$ cat src/cst_pkg.sv
// shared types, codes and constants for the character stream tokenizer
package cst_pkg;

    // token kinds reported on the result channel
    localparam logic [2:0] KIND_END     = 3'd0;
    localparam logic [2:0] KIND_KW1     = 3'd1;
    localparam logic [2:0] KIND_KW2     = 3'd2;
    localparam logic [2:0] KIND_IDENT   = 3'd3;
    localparam logic [2:0] KIND_NUMBER  = 3'd4;
    localparam logic [2:0] KIND_SINGLE  = 3'd5;

    // configuration register indexes
    localparam logic [1:0] CFG_KW1     = 2'd0;
    localparam logic [1:0] CFG_KW1_LEN = 2'd1;
    localparam logic [1:0] CFG_KW2     = 2'd2;
    localparam logic [1:0] CFG_KW2_LEN = 2'd3;

    localparam int CFG_ADDR_W = 2;
    localparam int CFG_DATA_W = 64;
    localparam int KW_LEN_W   = 4;

    // reset values: "funk" and "dih", first character in the lowest byte
    localparam logic [CFG_DATA_W-1:0] KW1_RESET     = 64'd1802401126;
    localparam logic [KW_LEN_W-1:0]   KW1_LEN_RESET = 4'd4;
    localparam logic [CFG_DATA_W-1:0] KW2_RESET     = 64'd6842724;
    localparam logic [KW_LEN_W-1:0]   KW2_LEN_RESET = 4'd3;

    localparam int LENGTH_LIMIT_DEF  = 255;
    localparam int KEYWORD_BYTES_DEF = 8;

    // result queue
    localparam int QUEUE_DEPTH = 4;
    localparam int QUEUE_PTR_W = 2;
    localparam int QUEUE_CNT_W = 3;

    localparam logic [7:0] CHAR_TILDE      = 8'h7E;
    localparam logic [7:0] CHAR_UNDERSCORE = 8'h5F;
    localparam logic [7:0] CHAR_DOT        = 8'h2E;
    localparam logic [7:0] CHAR_NEWLINE    = 8'h0A;
    localparam logic [7:0] CHAR_SPACE      = 8'h20;
    localparam logic [7:0] CHAR_TAB       = 8'h09;
    localparam logic [7:0] CHAR_CR        = 8'h0D;

    typedef struct packed {
        logic [7:0] char_code;
        logic       end_of_input;
    } in_t;

    typedef struct packed {
        logic [2:0] token_kind;
        logic [7:0] token_char;
        logic [7:0] token_length;
        logic       last;
    } out_t;

    function automatic logic is_alpha(input logic [7:0] c);
        return (c >= 8'h61 && c <= 8'h7A) || (c >= 8'h41 && c <= 8'h5A);
    endfunction

    function automatic logic is_digit(input logic [7:0] c);
        return c >= 8'h30 && c <= 8'h39;
    endfunction

    function automatic logic is_space(input logic [7:0] c);
        return c == CHAR_SPACE || (c >= CHAR_TAB && c <= CHAR_CR);
    endfunction

endpackage

$ cat src/cst_scanner.sv
// scan state, keyword registers and per-character token decisions
module cst_scanner #(
    parameter int LENGTH_LIMIT  = cst_pkg::LENGTH_LIMIT_DEF,
    parameter int KEYWORD_BYTES = cst_pkg::KEYWORD_BYTES_DEF
) (
    input  logic                            aclk,
    input  logic                            aresetn,
    input  logic                            cfg_wr_en,
    input  logic [cst_pkg::CFG_ADDR_W-1:0]  cfg_addr,
    input  logic [cst_pkg::CFG_DATA_W-1:0]  cfg_wdata,
    input  logic                            in_fire,
    input  cst_pkg::in_t                    in_data,
    output logic                            out0_valid,
    output cst_pkg::out_t                   out0,
    output logic                            out1_valid,
    output cst_pkg::out_t                   out1
);

    localparam int KW_W  = 8 * KEYWORD_BYTES;
    localparam int LEN_W = $clog2(LENGTH_LIMIT + 1);
    localparam logic [LEN_W-1:0] LEN_MAX = LEN_W'(LENGTH_LIMIT);

    localparam logic [1:0] MODE_IDLE    = 2'd0;
    localparam logic [1:0] MODE_COMMENT = 2'd1;
    localparam logic [1:0] MODE_IDENT   = 2'd2;
    localparam logic [1:0] MODE_NUMBER  = 2'd3;

    logic [KW_W-1:0]               kw1_reg, kw2_reg;
    logic [cst_pkg::KW_LEN_W-1:0]  kw1_len_reg, kw2_len_reg;

    logic [1:0]       mode_reg, mode_next;
    logic [LEN_W-1:0] len_reg, len_next;
    logic             m1_reg, m1_next, m2_reg, m2_next;

    logic [7:0]       ch;
    logic [LEN_W-1:0] pos;
    logic [LEN_W-1:0] len_sat;
    logic             hit1, hit2;
    logic             flush_v, sec_v;
    cst_pkg::out_t    flush_tok, sec_tok;

    assign ch      = in_data.char_code;
    assign len_sat = (len_reg < LEN_MAX) ? len_reg + LEN_W'(1) : len_reg;
    // a fresh identifier compares its first character at position zero
    assign pos     = (mode_reg == MODE_IDENT) ? len_reg : '0;

    always_ff @(posedge aclk) begin
        if (!aresetn) begin
            kw1_reg     <= cst_pkg::KW1_RESET[KW_W-1:0];
            kw1_len_reg <= cst_pkg::KW1_LEN_RESET;
            kw2_reg     <= cst_pkg::KW2_RESET[KW_W-1:0];
            kw2_len_reg <= cst_pkg::KW2_LEN_RESET;
        end else if (cfg_wr_en) begin
            unique case (cfg_addr)
                cst_pkg::CFG_KW1:     kw1_reg     <= cfg_wdata[KW_W-1:0];
                cst_pkg::CFG_KW1_LEN: kw1_len_reg <= cfg_wdata[cst_pkg::KW_LEN_W-1:0];
                cst_pkg::CFG_KW2:     kw2_reg     <= cfg_wdata[KW_W-1:0];
                cst_pkg::CFG_KW2_LEN: kw2_len_reg <= cfg_wdata[cst_pkg::KW_LEN_W-1:0];
                default: ;
            endcase
        end
    end

    // keyword byte compare at the current position
    always_comb begin
        hit1 = 1'b0;
        hit2 = 1'b0;
        for (int i = 0; i < KEYWORD_BYTES; i++) begin
            if (pos == LEN_W'(i)) begin
                hit1 = kw1_reg[8*i +: 8] == ch;
                hit2 = kw2_reg[8*i +: 8] == ch;
            end
        end
        hit1 = hit1 && (pos < LEN_W'(kw1_len_reg));
        hit2 = hit2 && (pos < LEN_W'(kw2_len_reg));
    end

    // token for whatever is pending
    always_comb begin
        flush_v                = (mode_reg == MODE_IDENT) || (mode_reg == MODE_NUMBER);
        flush_tok.token_char   = 8'd0;
        flush_tok.token_length = 8'(len_reg);
        flush_tok.last         = 1'b0;
        if (mode_reg == MODE_NUMBER) begin
            flush_tok.token_kind = cst_pkg::KIND_NUMBER;
        end else if (m1_reg && len_reg == LEN_W'(kw1_len_reg)) begin
            flush_tok.token_kind = cst_pkg::KIND_KW1;
        end else if (m2_reg && len_reg == LEN_W'(kw2_len_reg)) begin
            flush_tok.token_kind = cst_pkg::KIND_KW2;
        end else begin
            flush_tok.token_kind = cst_pkg::KIND_IDENT;
        end
    end

    always_comb begin
        logic emit_flush;
        emit_flush           = 1'b0;
        sec_v                = 1'b0;
        sec_tok.token_kind   = cst_pkg::KIND_END;
        sec_tok.token_char   = 8'd0;
        sec_tok.token_length = 8'd0;
        sec_tok.last         = 1'b1;
        mode_next            = mode_reg;
        len_next             = len_reg;
        m1_next              = m1_reg;
        m2_next              = m2_reg;

        if (in_data.end_of_input) begin
            emit_flush = flush_v;
            sec_v      = 1'b1;
            mode_next  = MODE_IDLE;
            len_next   = '0;
            m1_next    = 1'b0;
            m2_next    = 1'b0;
        end else if (mode_reg == MODE_COMMENT) begin
            if (ch == cst_pkg::CHAR_NEWLINE) begin
                mode_next = MODE_IDLE;
            end
        end else if (mode_reg == MODE_IDENT && (cst_pkg::is_alpha(ch) ||
                     cst_pkg::is_digit(ch) || ch == cst_pkg::CHAR_UNDERSCORE)) begin
            m1_next  = m1_reg && hit1;
            m2_next  = m2_reg && hit2;
            len_next = len_sat;
        end else if (mode_reg == MODE_NUMBER &&
                     (cst_pkg::is_digit(ch) || ch == cst_pkg::CHAR_DOT)) begin
            len_next = len_sat;
        end else begin
            // pending token ends here, then the character is handled from idle
            emit_flush = flush_v;
            mode_next  = MODE_IDLE;
            len_next   = '0;
            m1_next    = 1'b0;
            m2_next    = 1'b0;
            if (cst_pkg::is_space(ch)) begin
                mode_next = MODE_IDLE;
            end else if (ch == cst_pkg::CHAR_TILDE) begin
                mode_next = MODE_COMMENT;
            end else if (cst_pkg::is_alpha(ch) || ch == cst_pkg::CHAR_UNDERSCORE) begin
                mode_next = MODE_IDENT;
                len_next  = LEN_W'(1);
                m1_next   = hit1;
                m2_next   = hit2;
            end else if (cst_pkg::is_digit(ch) || ch == cst_pkg::CHAR_DOT) begin
                mode_next = MODE_NUMBER;
                len_next  = LEN_W'(1);
            end else begin
                sec_v                = 1'b1;
                sec_tok.token_kind   = cst_pkg::KIND_SINGLE;
                sec_tok.token_char   = ch;
                sec_tok.token_length = 8'd1;
            end
        end

        out0_valid = emit_flush || sec_v;
        out1_valid = emit_flush && sec_v;
        out1       = sec_tok;
        if (emit_flush) begin
            out0      = flush_tok;
            out0.last = !sec_v;
        end else begin
            out0 = sec_tok;
        end
    end

    always_ff @(posedge aclk) begin
        if (!aresetn) begin
            mode_reg <= MODE_IDLE;
            len_reg  <= '0;
            m1_reg   <= 1'b0;
            m2_reg   <= 1'b0;
        end else if (in_fire) begin
            mode_reg <= mode_next;
            len_reg  <= len_next;
            m1_reg   <= m1_next;
            m2_reg   <= m2_next;
        end
    end

endmodule

$ cat src/cst_out_queue.sv
// small result queue taking up to two tokens per cycle and giving one while m_ready is high
module cst_out_queue (
    input  logic          aclk,
    input  logic          aresetn,
    input  logic          push0,
    input  cst_pkg::out_t data0,
    input  logic          push1,
    input  cst_pkg::out_t data1,
    output logic          room,
    output logic          m_valid,
    input  logic          m_ready,
    output cst_pkg::out_t m_data
);

    cst_pkg::out_t                    mem_reg [cst_pkg::QUEUE_DEPTH];
    logic [cst_pkg::QUEUE_PTR_W-1:0]  wr_reg, wr_next, rd_reg, rd_next;
    logic [cst_pkg::QUEUE_CNT_W-1:0]  cnt_reg, cnt_next;
    logic                             pop;
    logic [cst_pkg::QUEUE_PTR_W-1:0]  wr_alt;

    assign m_valid = cnt_reg != '0;
    assign m_data  = mem_reg[rd_reg];
    assign pop     = m_valid && m_ready;
    // accept only with space for a two-token transaction
    assign room    = cnt_reg <= cst_pkg::QUEUE_CNT_W'(cst_pkg::QUEUE_DEPTH - 2);
    assign wr_alt  = wr_reg + cst_pkg::QUEUE_PTR_W'(1);

    assign wr_next  = wr_reg + cst_pkg::QUEUE_PTR_W'(push0) + cst_pkg::QUEUE_PTR_W'(push1);
    assign rd_next  = rd_reg + cst_pkg::QUEUE_PTR_W'(pop);
    assign cnt_next = cnt_reg + cst_pkg::QUEUE_CNT_W'(push0) + cst_pkg::QUEUE_CNT_W'(push1)
                      - cst_pkg::QUEUE_CNT_W'(pop);

    always_ff @(posedge aclk) begin
        if (push0) begin
            mem_reg[wr_reg] <= data0;
        end
        if (push1) begin
            mem_reg[wr_alt] <= data1;
        end
    end

    always_ff @(posedge aclk) begin
        if (!aresetn) begin
            wr_reg  <= '0;
            rd_reg  <= '0;
            cnt_reg <= '0;
        end else begin
            wr_reg  <= wr_next;
            rd_reg  <= rd_next;
            cnt_reg <= cnt_next;
        end
    end

endmodule

$ cat src/character_stream_tokenizer.sv
// a token is written into the result queue when its character is accepted and is offered on m_ from there
// throughput: one character per cycle while s_ready is high; a character ending a token and making
//   another yields two tokens, which leave one after the other
// s_ready drops when the four-entry result queue cannot take two more tokens
// reset: synchronous active-low aresetn clears scan state and queue and
//   loads the keyword registers with "funk" (length 4) and "dih" (length 3)
module character_stream_tokenizer #(
    parameter int LENGTH_LIMIT  = cst_pkg::LENGTH_LIMIT_DEF,
    parameter int KEYWORD_BYTES = cst_pkg::KEYWORD_BYTES_DEF
) (
    input  logic                            aclk,
    input  logic                            aresetn,
    input  logic                            cfg_wr_en,
    input  logic [cst_pkg::CFG_ADDR_W-1:0]  cfg_addr,
    input  logic [cst_pkg::CFG_DATA_W-1:0]  cfg_wdata,
    input  logic                            s_valid,
    output logic                            s_ready,
    input  cst_pkg::in_t                    s_data,
    output logic                            m_valid,
    input  logic                            m_ready,
    output cst_pkg::out_t                   m_data
);

    logic          in_fire;
    logic          out0_valid, out1_valid;
    cst_pkg::out_t out0, out1;

    assign in_fire = s_valid && s_ready;

    cst_scanner #(
        .LENGTH_LIMIT  (LENGTH_LIMIT),
        .KEYWORD_BYTES (KEYWORD_BYTES)
    ) u_scanner (
        .aclk       (aclk),
        .aresetn    (aresetn),
        .cfg_wr_en  (cfg_wr_en),
        .cfg_addr   (cfg_addr),
        .cfg_wdata  (cfg_wdata),
        .in_fire    (in_fire),
        .in_data    (s_data),
        .out0_valid (out0_valid),
        .out0       (out0),
        .out1_valid (out1_valid),
        .out1       (out1)
    );

    cst_out_queue u_queue (
        .aclk    (aclk),
        .aresetn (aresetn),
        .push0   (in_fire && out0_valid),
        .data0   (out0),
        .push1   (in_fire && out1_valid),
        .data1   (out1),
        .room    (s_ready),
        .m_valid (m_valid),
        .m_ready (m_ready),
        .m_data  (m_data)
    );

endmodule

$ cat config.mk
export PLATFORM = sky130hd
export DESIGN_NAME = character_stream_tokenizer
export DESIGN_NICKNAME = d
export VERILOG_FILES = /design/src/cst_pkg.sv /design/src/cst_scanner.sv /design/src/cst_out_queue.sv /design/src/character_stream_tokenizer.sv
export SDC_FILE = /design/constraint.sdc
export NUM_CORES = 1
export LEC_CHECK = 0
export CAP_MARGIN = 20
export CORE_MARGIN = 2
export CORE_UTILIZATION = 50
export CTS_BUF_LIST = sky130_fd_sc_hd__clkbuf_2
export CTS_CLUSTER_DIAMETER = 40
export DETAILED_ROUTE_END_ITERATION = 10
export DONT_BUFFER_PORTS = 1
export PLACE_DENSITY = 0.7
export SETUP_SLACK_MARGIN = 0.5
export SLEW_MARGIN = 20
export SYNTH_ARGS = -nofsm -noshare
export SYNTH_HDL_FRONTEND = slang
export SYNTH_SLANG_ARGS = --single-unit
$ cat constraint.sdc
create_clock -name aclk -period 3.3 [get_ports aclk]
set_clock_uncertainty 0.05 [all_clocks]
set_input_delay 0.495 -clock aclk [delete_from_list [all_inputs] [get_ports aclk]]
set_output_delay 0.495 -clock aclk [all_outputs]
set_load 0.02 [all_outputs]
==> Yosys cells after proc, flatten, opt, wreduce, memory -nomap -nowiden <==
Memory sizes are Yosys's and may differ from the RTL's. A register that Yosys moved wholly into a read port is not among the register bits.
Cells that the tools add are included.
{ "classes": {"mul": 0, "mux": 78, "order_cmp": 12, "n_shift": 0, "reduce_logical": 36, "eq_ne": 41, "bitwise": 0, "n_div": 0, "addsub": 8} }
{ "op_table": {"columns": ["op", "count"], "rows": [
  ["two-way mux 19 bit", 8],
  ["equality test 8 bit", 16],
  ["two-way mux 8 bit", 9],
  ["two-way mux 1 bit", 48],
  ["equality test 8 x 3 -> 1 bit, second input constant", 4],
  ["two-way mux 2 bit", 10],
  ["two-way mux 20 bit", 1],
  ["logical AND 1 bit", 17],
  ["equality test 8 x 2 -> 1 bit, second input constant", 2],
  ["equality test 8 x 4 -> 1 bit", 2],
  ["equality test 8 x 6 -> 1 bit, second input constant", 2],
  ["equality test 8 x 7 -> 1 bit, second input constant", 2],
  ["greater-or-equal comparator 8 x 7 -> 1 bit, second input constant", 2],
  ["less-or-equal comparator 8 x 7 -> 1 bit, second input constant", 2],
  ["< comparator 8 x 4 -> 1 bit", 2],
  ["AND reduction 2 bit", 5],
  ["!= test 3 x 2 -> 1 bit, second input constant", 3],
  ["adder 8 x 1 -> 8 bit, second input constant", 1],
  ["equality test 2 bit, second input constant", 4],
  ["equality test 8 x 1 -> 1 bit, second input constant", 1],
  ["equality test 8 x 4 -> 1 bit, second input constant", 1],
  ["greater-or-equal comparator 8 x 4 -> 1 bit, second input constant", 1],
  ["greater-or-equal comparator 8 x 6 -> 1 bit, second input constant", 1],
  ["less-or-equal comparator 8 x 4 -> 1 bit, second input constant", 1],
  ["other kinds (18)", 30]
]} }
{ "totals": {"wordCells": 187, "ram_bits": 80, "mem_count": 1, "romBits": 0, "reg_bits": 155, "out_inout_bits": 22, "input_bits": 80, "latch_bits": 0} }
{ "mem_list": {"columns": ["name", "words", "word_bits", "rd", "rd_ports_with_merged_regs", "write_ports", "line_no", "rtl"], "rows": [
  ["u_queue.mem_reg", 4, 20, 1, 1, 2, "cst_out_queue.sv:15", "cst_pkg::out_t mem_reg [cst_pkg::QUEUE_DEPTH];"]
]} }

==> Logic depth before layout (Yosys ltp) <==
{ "logic_depth": {"word_depth": 19, "depth_mapped": 14, "depth_no_buf": 12} }

==> Hierarchy <==
Synthesis repeated with hierarchy kept, for this count alone.
{ "hier_totals": {"cells_unflattened": 1260, "hier_area_um2": 12301.8} }
{ "by_module_without_submodules": {"columns": ["module", "cells_each", "area_per_inst_um2", "n_inst"], "rows": [
  ["cst_scanner", 1021, 8044.0, 1],
  ["cst_out_queue", 236, 4239.1, 1],
  ["character_stream_tokenizer", 3, 18.8, 1]
]} }

==> Least setup slack after synthesis <==
OpenSTA, ideal clock, no wires.
{ "synth_timing": {"kind": "input port to flip-flop", "start": "input s_data[5] (netlist bit)", "end": "register u_queue.cnt_reg[1] (netlist bit)", "path_stages": 12, "n_path_buf": 3, "setup_ns": 0.115, "path_slack_ns": -0.010, "t_arrival_ns": 3.146, "path_cell_list": "clkbuf_1 > o41a_1 > a211oi_2 > a41o_1 > clkbuf_1 > or2_1 > buf_2 > inv_2 > fa_1 > inv_1 > fa_1 > and2_1"} }
{ "synth_between": {"elab_chain_cells": 16, "elab_cells_between_ends": 43, "cone_classes": "add/sub: 3; order compare: 8; eq/ne: 4; mux: 12; reduce/logical: 16"} }
{ "synth_rtl": {"columns": ["element", "line_no", "rtl"], "rows": [
  ["from (decl)", "character_stream_tokenizer.sv:18", "input cst_pkg::in_t s_data,"],
  ["greater-or-equal comparator 8 x 6 -> 1 bit (tied with other cells)", "cst_pkg.sv:61", "return c >= 8'h30 && c <= 8'h39;"],
  ["logical AND 1 bit (on tied branches)", "cst_pkg.sv:61, cst_pkg.sv:57", null],
  ["logical OR 1 bit (on tied branches)", "cst_scanner.sv:125, cst_scanner.sv:143, cst_pkg.sv:57", null],
  ["two-way mux 1 bit / logical OR 1 bit (equally long branches)", "cst_scanner.sv:143, cst_scanner.sv:138", null],
  ["two-way mux 1 bit", "cst_scanner.sv:138", "end else if (cst_pkg::is_alpha(ch) || ch == cst_pkg::CHAR_UNDERSCORE) begin"],
  ["two-way mux 1 bit", "cst_scanner.sv:136", "end else if (ch == cst_pkg::CHAR_TILDE) begin"],
  ["two-way mux 1 bit", "cst_scanner.sv:134", "if (cst_pkg::is_space(ch)) begin"],
  ["two-way mux 1 bit", "cst_scanner.sv:124", "end else if (mode_reg == MODE_NUMBER &&"],
  ["two-way mux 1 bit", "cst_scanner.sv:119", "end else if (mode_reg == MODE_IDENT && (cst_pkg::is_alpha(ch) ||"],
  ["two-way mux 1 bit", "cst_scanner.sv:115", "end else if (mode_reg == MODE_COMMENT) begin"],
  ["two-way mux 1 bit", "cst_scanner.sv:108", "if (in_data.end_of_input) begin"],
  ["logical OR 1 bit", "cst_scanner.sv:154", "out0_valid = emit_flush || sec_v;"],
  ["logical AND 1 bit", "character_stream_tokenizer.sv:50", ".push0 (in_fire && out0_valid),"],
  ["adder 3 x 1 -> 3 bit", "cst_out_queue.sv:30", "assign cnt_next = cnt_reg + cst_pkg::QUEUE_CNT_W'(push0) + cst_pkg::QUEUE_CNT_W'(push1)"],
  ["adder 3 x 1 -> 3 bit *", "cst_out_queue.sv:30", null],
  ["subtractor 3 x 1 -> 3 bit *", "cst_out_queue.sv:31", "- cst_pkg::QUEUE_CNT_W'(pop);"],
  ["net u_queue.cnt_next (one bit)", "cst_out_queue.sv:17", "logic [cst_pkg::QUEUE_CNT_W-1:0] cnt_reg, cnt_next;"],
  ["to (signal assigned)", "cst_out_queue.sv:50", "cnt_reg <= cnt_next;"],
  ["to (decl)", "cst_out_queue.sv:17", null]
]} }
The timed path passes the listed nets; every way through them passes the cells marked *.
A chain may end at the register's enable or synchronous reset.

==> Worst setup path in the final report <==
{ "layout_timing": {"start": "register u_queue.cnt_reg[1] (netlist bit)", "end": "register u_queue.cnt_reg[2] (netlist bit)"} }
{ "layout_between": {"elab_chain_cells": 6, "elab_cells_between_ends": 9, "cone_classes": "add/sub: 3; order compare: 1; reduce/logical: 5"} }
{ "layout_rtl": {"columns": ["element", "line_no", "rtl"], "rows": [
  ["less-or-equal comparator 3 x 2 -> 1 bit *", "cst_out_queue.sv:25", "assign room = cnt_reg <= cst_pkg::QUEUE_CNT_W'(cst_pkg::QUEUE_DEPTH - 2);"],
  ["net s_ready", "character_stream_tokenizer.sv:17", "output logic s_ready,"],
  ["logical AND 1 bit *", "character_stream_tokenizer.sv:28", "assign in_fire = s_valid && s_ready;"],
  ["logical AND 1 bit", "character_stream_tokenizer.sv:50", null],
  ["adder 3 x 1 -> 3 bit", "cst_out_queue.sv:30", null],
  ["adder 3 x 1 -> 3 bit *", "cst_out_queue.sv:30", null],
  ["subtractor 3 x 1 -> 3 bit *", "cst_out_queue.sv:31", null]
]} }
Marks and branches as above.

==> flow_summary_export.csv <==
group,metric,value,unit
setup_path,critical_path_arrival,3.33,ns
setup_path,end_kind,"flip-flop",
timing,report.final.slew_viol_count,0,
timing,max-slew-margin-rel,43.6,%
cts,post-cts-setup-buffers,0,
setup_path,critPathLaunchType,"flip-flop",
timing,setup_tns,0,ns
setup_path,crit_type,"flip-flop to flip-flop",
logic_synthesis,synth.avg_cell_area,8.85,µm²
global_routing,grt_max_degree,152,
run_status,outcome,"complete, no violations",
layout,largest_register_ffs,80,
logic_synthesis,synth_async_sr_flop_share,0,%
place,gp_congestion,0.878,
global_routing,grt_pass1_vias,9774,
cts,cts_made_buffers,66,
timing,setup_viol,0,
floorplanning,initial_core_util,51.0,%
layout,fin_nets,1483,
timing,fin_crit,2.72,ns
routing,wire_per_inst,17.6,µm
global_routing,grt_util_all_layers,25.2,%
place,portBuffers,0,
cts,clock_sinks,235,
logic_synthesis,ys_types,68,
pwr,leakage,5.02,nW
min_path,worst_hold_path_type,"primary input to flip-flop",
cts,clk_pin_slew,0.10,ns
flow_run,max_cap_viol_count,0,
pwr,p_per_area,543,nW/µm²
global_routing,top_usage_layer,"met2",
cts,cts_root_buf,"clkbuf_2",
layout,utilization,58.5,%
cts,cts-htree-levels,3,
routing,vias,9577,
floorplanning,die_h,156,µm
routing,drcViolationCount,0,
floorplanning,rows,55,
layout,drive_gt1_share,12.1,%
floorplanning,die_area,24400,µm²
timing,rsz0062_at_grt,"yes",
global_routing,grtUsageMet2,43.8,%
timing,timing.final.crit_share,82.5,%
cts,clk_latency,0.81,ns
global_routing,use_met1,30.2,%
global_routing,met3_usage,5.62,%
timing,tightestPinTransition,0.840,ns
routing,drt_iter0_markers,689,
logic_synthesis,ys_seq_area_share,44.4,%
place,hpwl,19.1,mm
timing,max_clock_freq,367,MHz
global_routing,antenna_found_initial,2,
routing,totalWireLength,30.2,mm
logic_synthesis,syn-cell-area,11600,µm²
pwr,ir_worst_vdd,333,µV
cts,cts_tree,"built",
floorplanning,core_area,22700,µm²
logic_synthesis,synth-seq-cells,235,
routing,vias_per_cell,5.58,
floorplanning,die_x,156,µm
layout,area_delta_synth_final,14.6,%
setup_path,required,3.91,ns
global_routing,grt-ovfl-total,0,
routing,antenna_left,0,
logic_synthesis,syn_nets,1402,
global_routing,grt_pass1_wl,49.3,mm
cts,cts_buffer_depth,3,
logic_synthesis,synthFlopType,"dfxtp_1",
floorplanning,ios,102,
logic_synthesis,yosysWarnings,0,
logic_synthesis,synthCells,1309,
timing,finalHoldViolCount,0,
layout,nFillCells,2049,
setup_path,worstPathMaxFanout,7,
routing,first_pass_iters,5,
logic_synthesis,synth_edf_count,44,
Yosys cell counts, drive strengths merged, types with 4 or more instances:
cell type | n | area share [%]
a21boi | 101 | 6.5
a21oi | 18 | 0.78
and2 | 11 | 0.59
buf | 23 | 0.83
clkbuf | 70 | 2.3
dfxtp | 191 | 33
edfxtp | 44 | 11
ha | 10 | 1.1
inv | 19 | 0.62
mux2i | 9 | 0.78
mux4 | 20 | 3.9
nand2 | 305 | 9.9
nand2b | 8 | 0.43
nand3 | 76 | 3.3
nand3b | 5 | 0.32
nand4 | 20 | 1.1
nor2 | 57 | 1.8
nor2b | 9 | 0.49
nor3 | 17 | 0.73
nor3b | 4 | 0.26
nor4 | 23 | 1.2
o21a | 6 | 0.39
o21ai | 49 | 2.1
o22ai | 7 | 0.38
o31ai | 5 | 0.32
or2 | 4 | 0.22
xnor2 | 63 | 4.8
xor2 | 79 | 6.0
metal layers:
layer / vias up / share of wire, % / routed length (µm)
met1: 4518 / 42 / 12700
li1: 4698 / - / -
met3: 54 / 6.7 / 2010
met4: 0 / 2.2 / 668
met5: - / 0 / 0
met2: 307 / 49 / 14800
worst max-delay path, cell delays in order, from the launching register on:
cell and delay, ns:
dfxtp_1 0.34, inv_1 0.08, ha_2 0.21, or2_4 0.30
and2_1 0.20, a41o_1 0.19, or2_1 0.26, inv_4 0.11
fa_2 0.19, inv_2 0.03, fa_1 0.37, xnor2_1 0.13
and2_1 0.15
stage by stage:
| stage | hold slack (ns) | setup slack, ns | instances | power (mW) | area (µm²) |
|---|---|---|---|---|---|
| 2_1_floorplan | 0.385 | 0.158 | 1309 | 4.60 | 11600 |
| 3_3_place_gp | 0.397 | 0.223 | 1530 | 4.88 | 11900 |
| 3_5_place_dp | 0.408 | 0.173 | 1530 | 4.92 | 11900 |
| 4_1_cts | 0.00485 | 0.508 | 1715 | 7.26 | 13300 |
| 5_1_grt | 0.0301 | 0.426 | 1717 | 7.61 | 13300 |
| 6_report | 0.0555 | 0.577 | 1717 | 7.21 | 13300 |
kinds of logic after synthesis:
| logic type | Yosys count | synth area share, % |
|---|---|---|
| mux | 29 | 4.66 |
| simple gates | 553 | 21.4 |
| flops | 235 | 44.4 |
| buf+inv | 112 | 3.71 |
| xor+xnor | 142 | 10.7 |
| compound gates | 225 | 13.5 |
| fa+ha+maj | 13 | 1.60 |
power breakdown:
part / internal, mW / switching [mW]
Combinational: 0.679 / 0.976
Clock: 1.02 / 1.20
Sequential: 3.20 / 0.144
placed cells by master, fill, tap and decap left out, drive strengths merged, types with 6 or more instances in the layout:
cell type / netlist / final
and2: 11 / 11
xor2: 79 / 79
mux4: 20 / 20
ha: 10 / 10
mux2i: 9 / 9
xnor2: 63 / 63
buf: 23 / 30
edfxtp: 44 / 44
o21a: 6 / 6
nor2b: 9 / 9
a21oi: 18 / 18
nand4: 20 / 20
nor2: 57 / 57
dlygate4sd3: 0 / 76
nor4: 23 / 23
nand2b: 8 / 8
o21ai: 49 / 49
o22ai: 7 / 7
inv: 19 / 21
nor3: 17 / 17
a21boi: 101 / 101
nand3: 76 / 76
clkbuf: 70 / 99
dfxtp: 191 / 191
nand2: 305 / 305
repair_timing:
action                                  CTS  global route
hold buffers                             77             0
endpoints found under the setup margin    1            25
hold endpoints to repair                187             0
gates resized for setup                   1             5
worst paths after layout:
check                   startpoint  cells after the start  slack (ns)                      to
min reg2reg  u_queue.mem_reg[1][4]                      2        0.43   u_queue.mem_reg[1][4]
max             u_queue.cnt_reg[1]                     12        0.58      u_queue.cnt_reg[2]
min                      s_data[0]                      3        0.06  u_queue.mem_reg[3][16]
max reg2reg     u_queue.cnt_reg[1]                     12        0.58      u_queue.cnt_reg[2]
area by class of cell:
type | instances | area, µm² | area share, %
Antenna cell | 2 | 5.00 | 0.0377
Clock buffer | 99 | 495 | 3.73
Clock inverter | 9 | 114 | 0.857
Inverter | 19 | 73.8 | 0.556
Multi-Input combinational cell | 962 | 6070 | 45.7
Sequential cell | 235 | 5150 | 38.8
Tap cell | 285 | 357 | 2.69
Timing Repair Buffer | 106 | 1020 | 7.70
No activity file was read; power rests on OpenSTA's default activity.
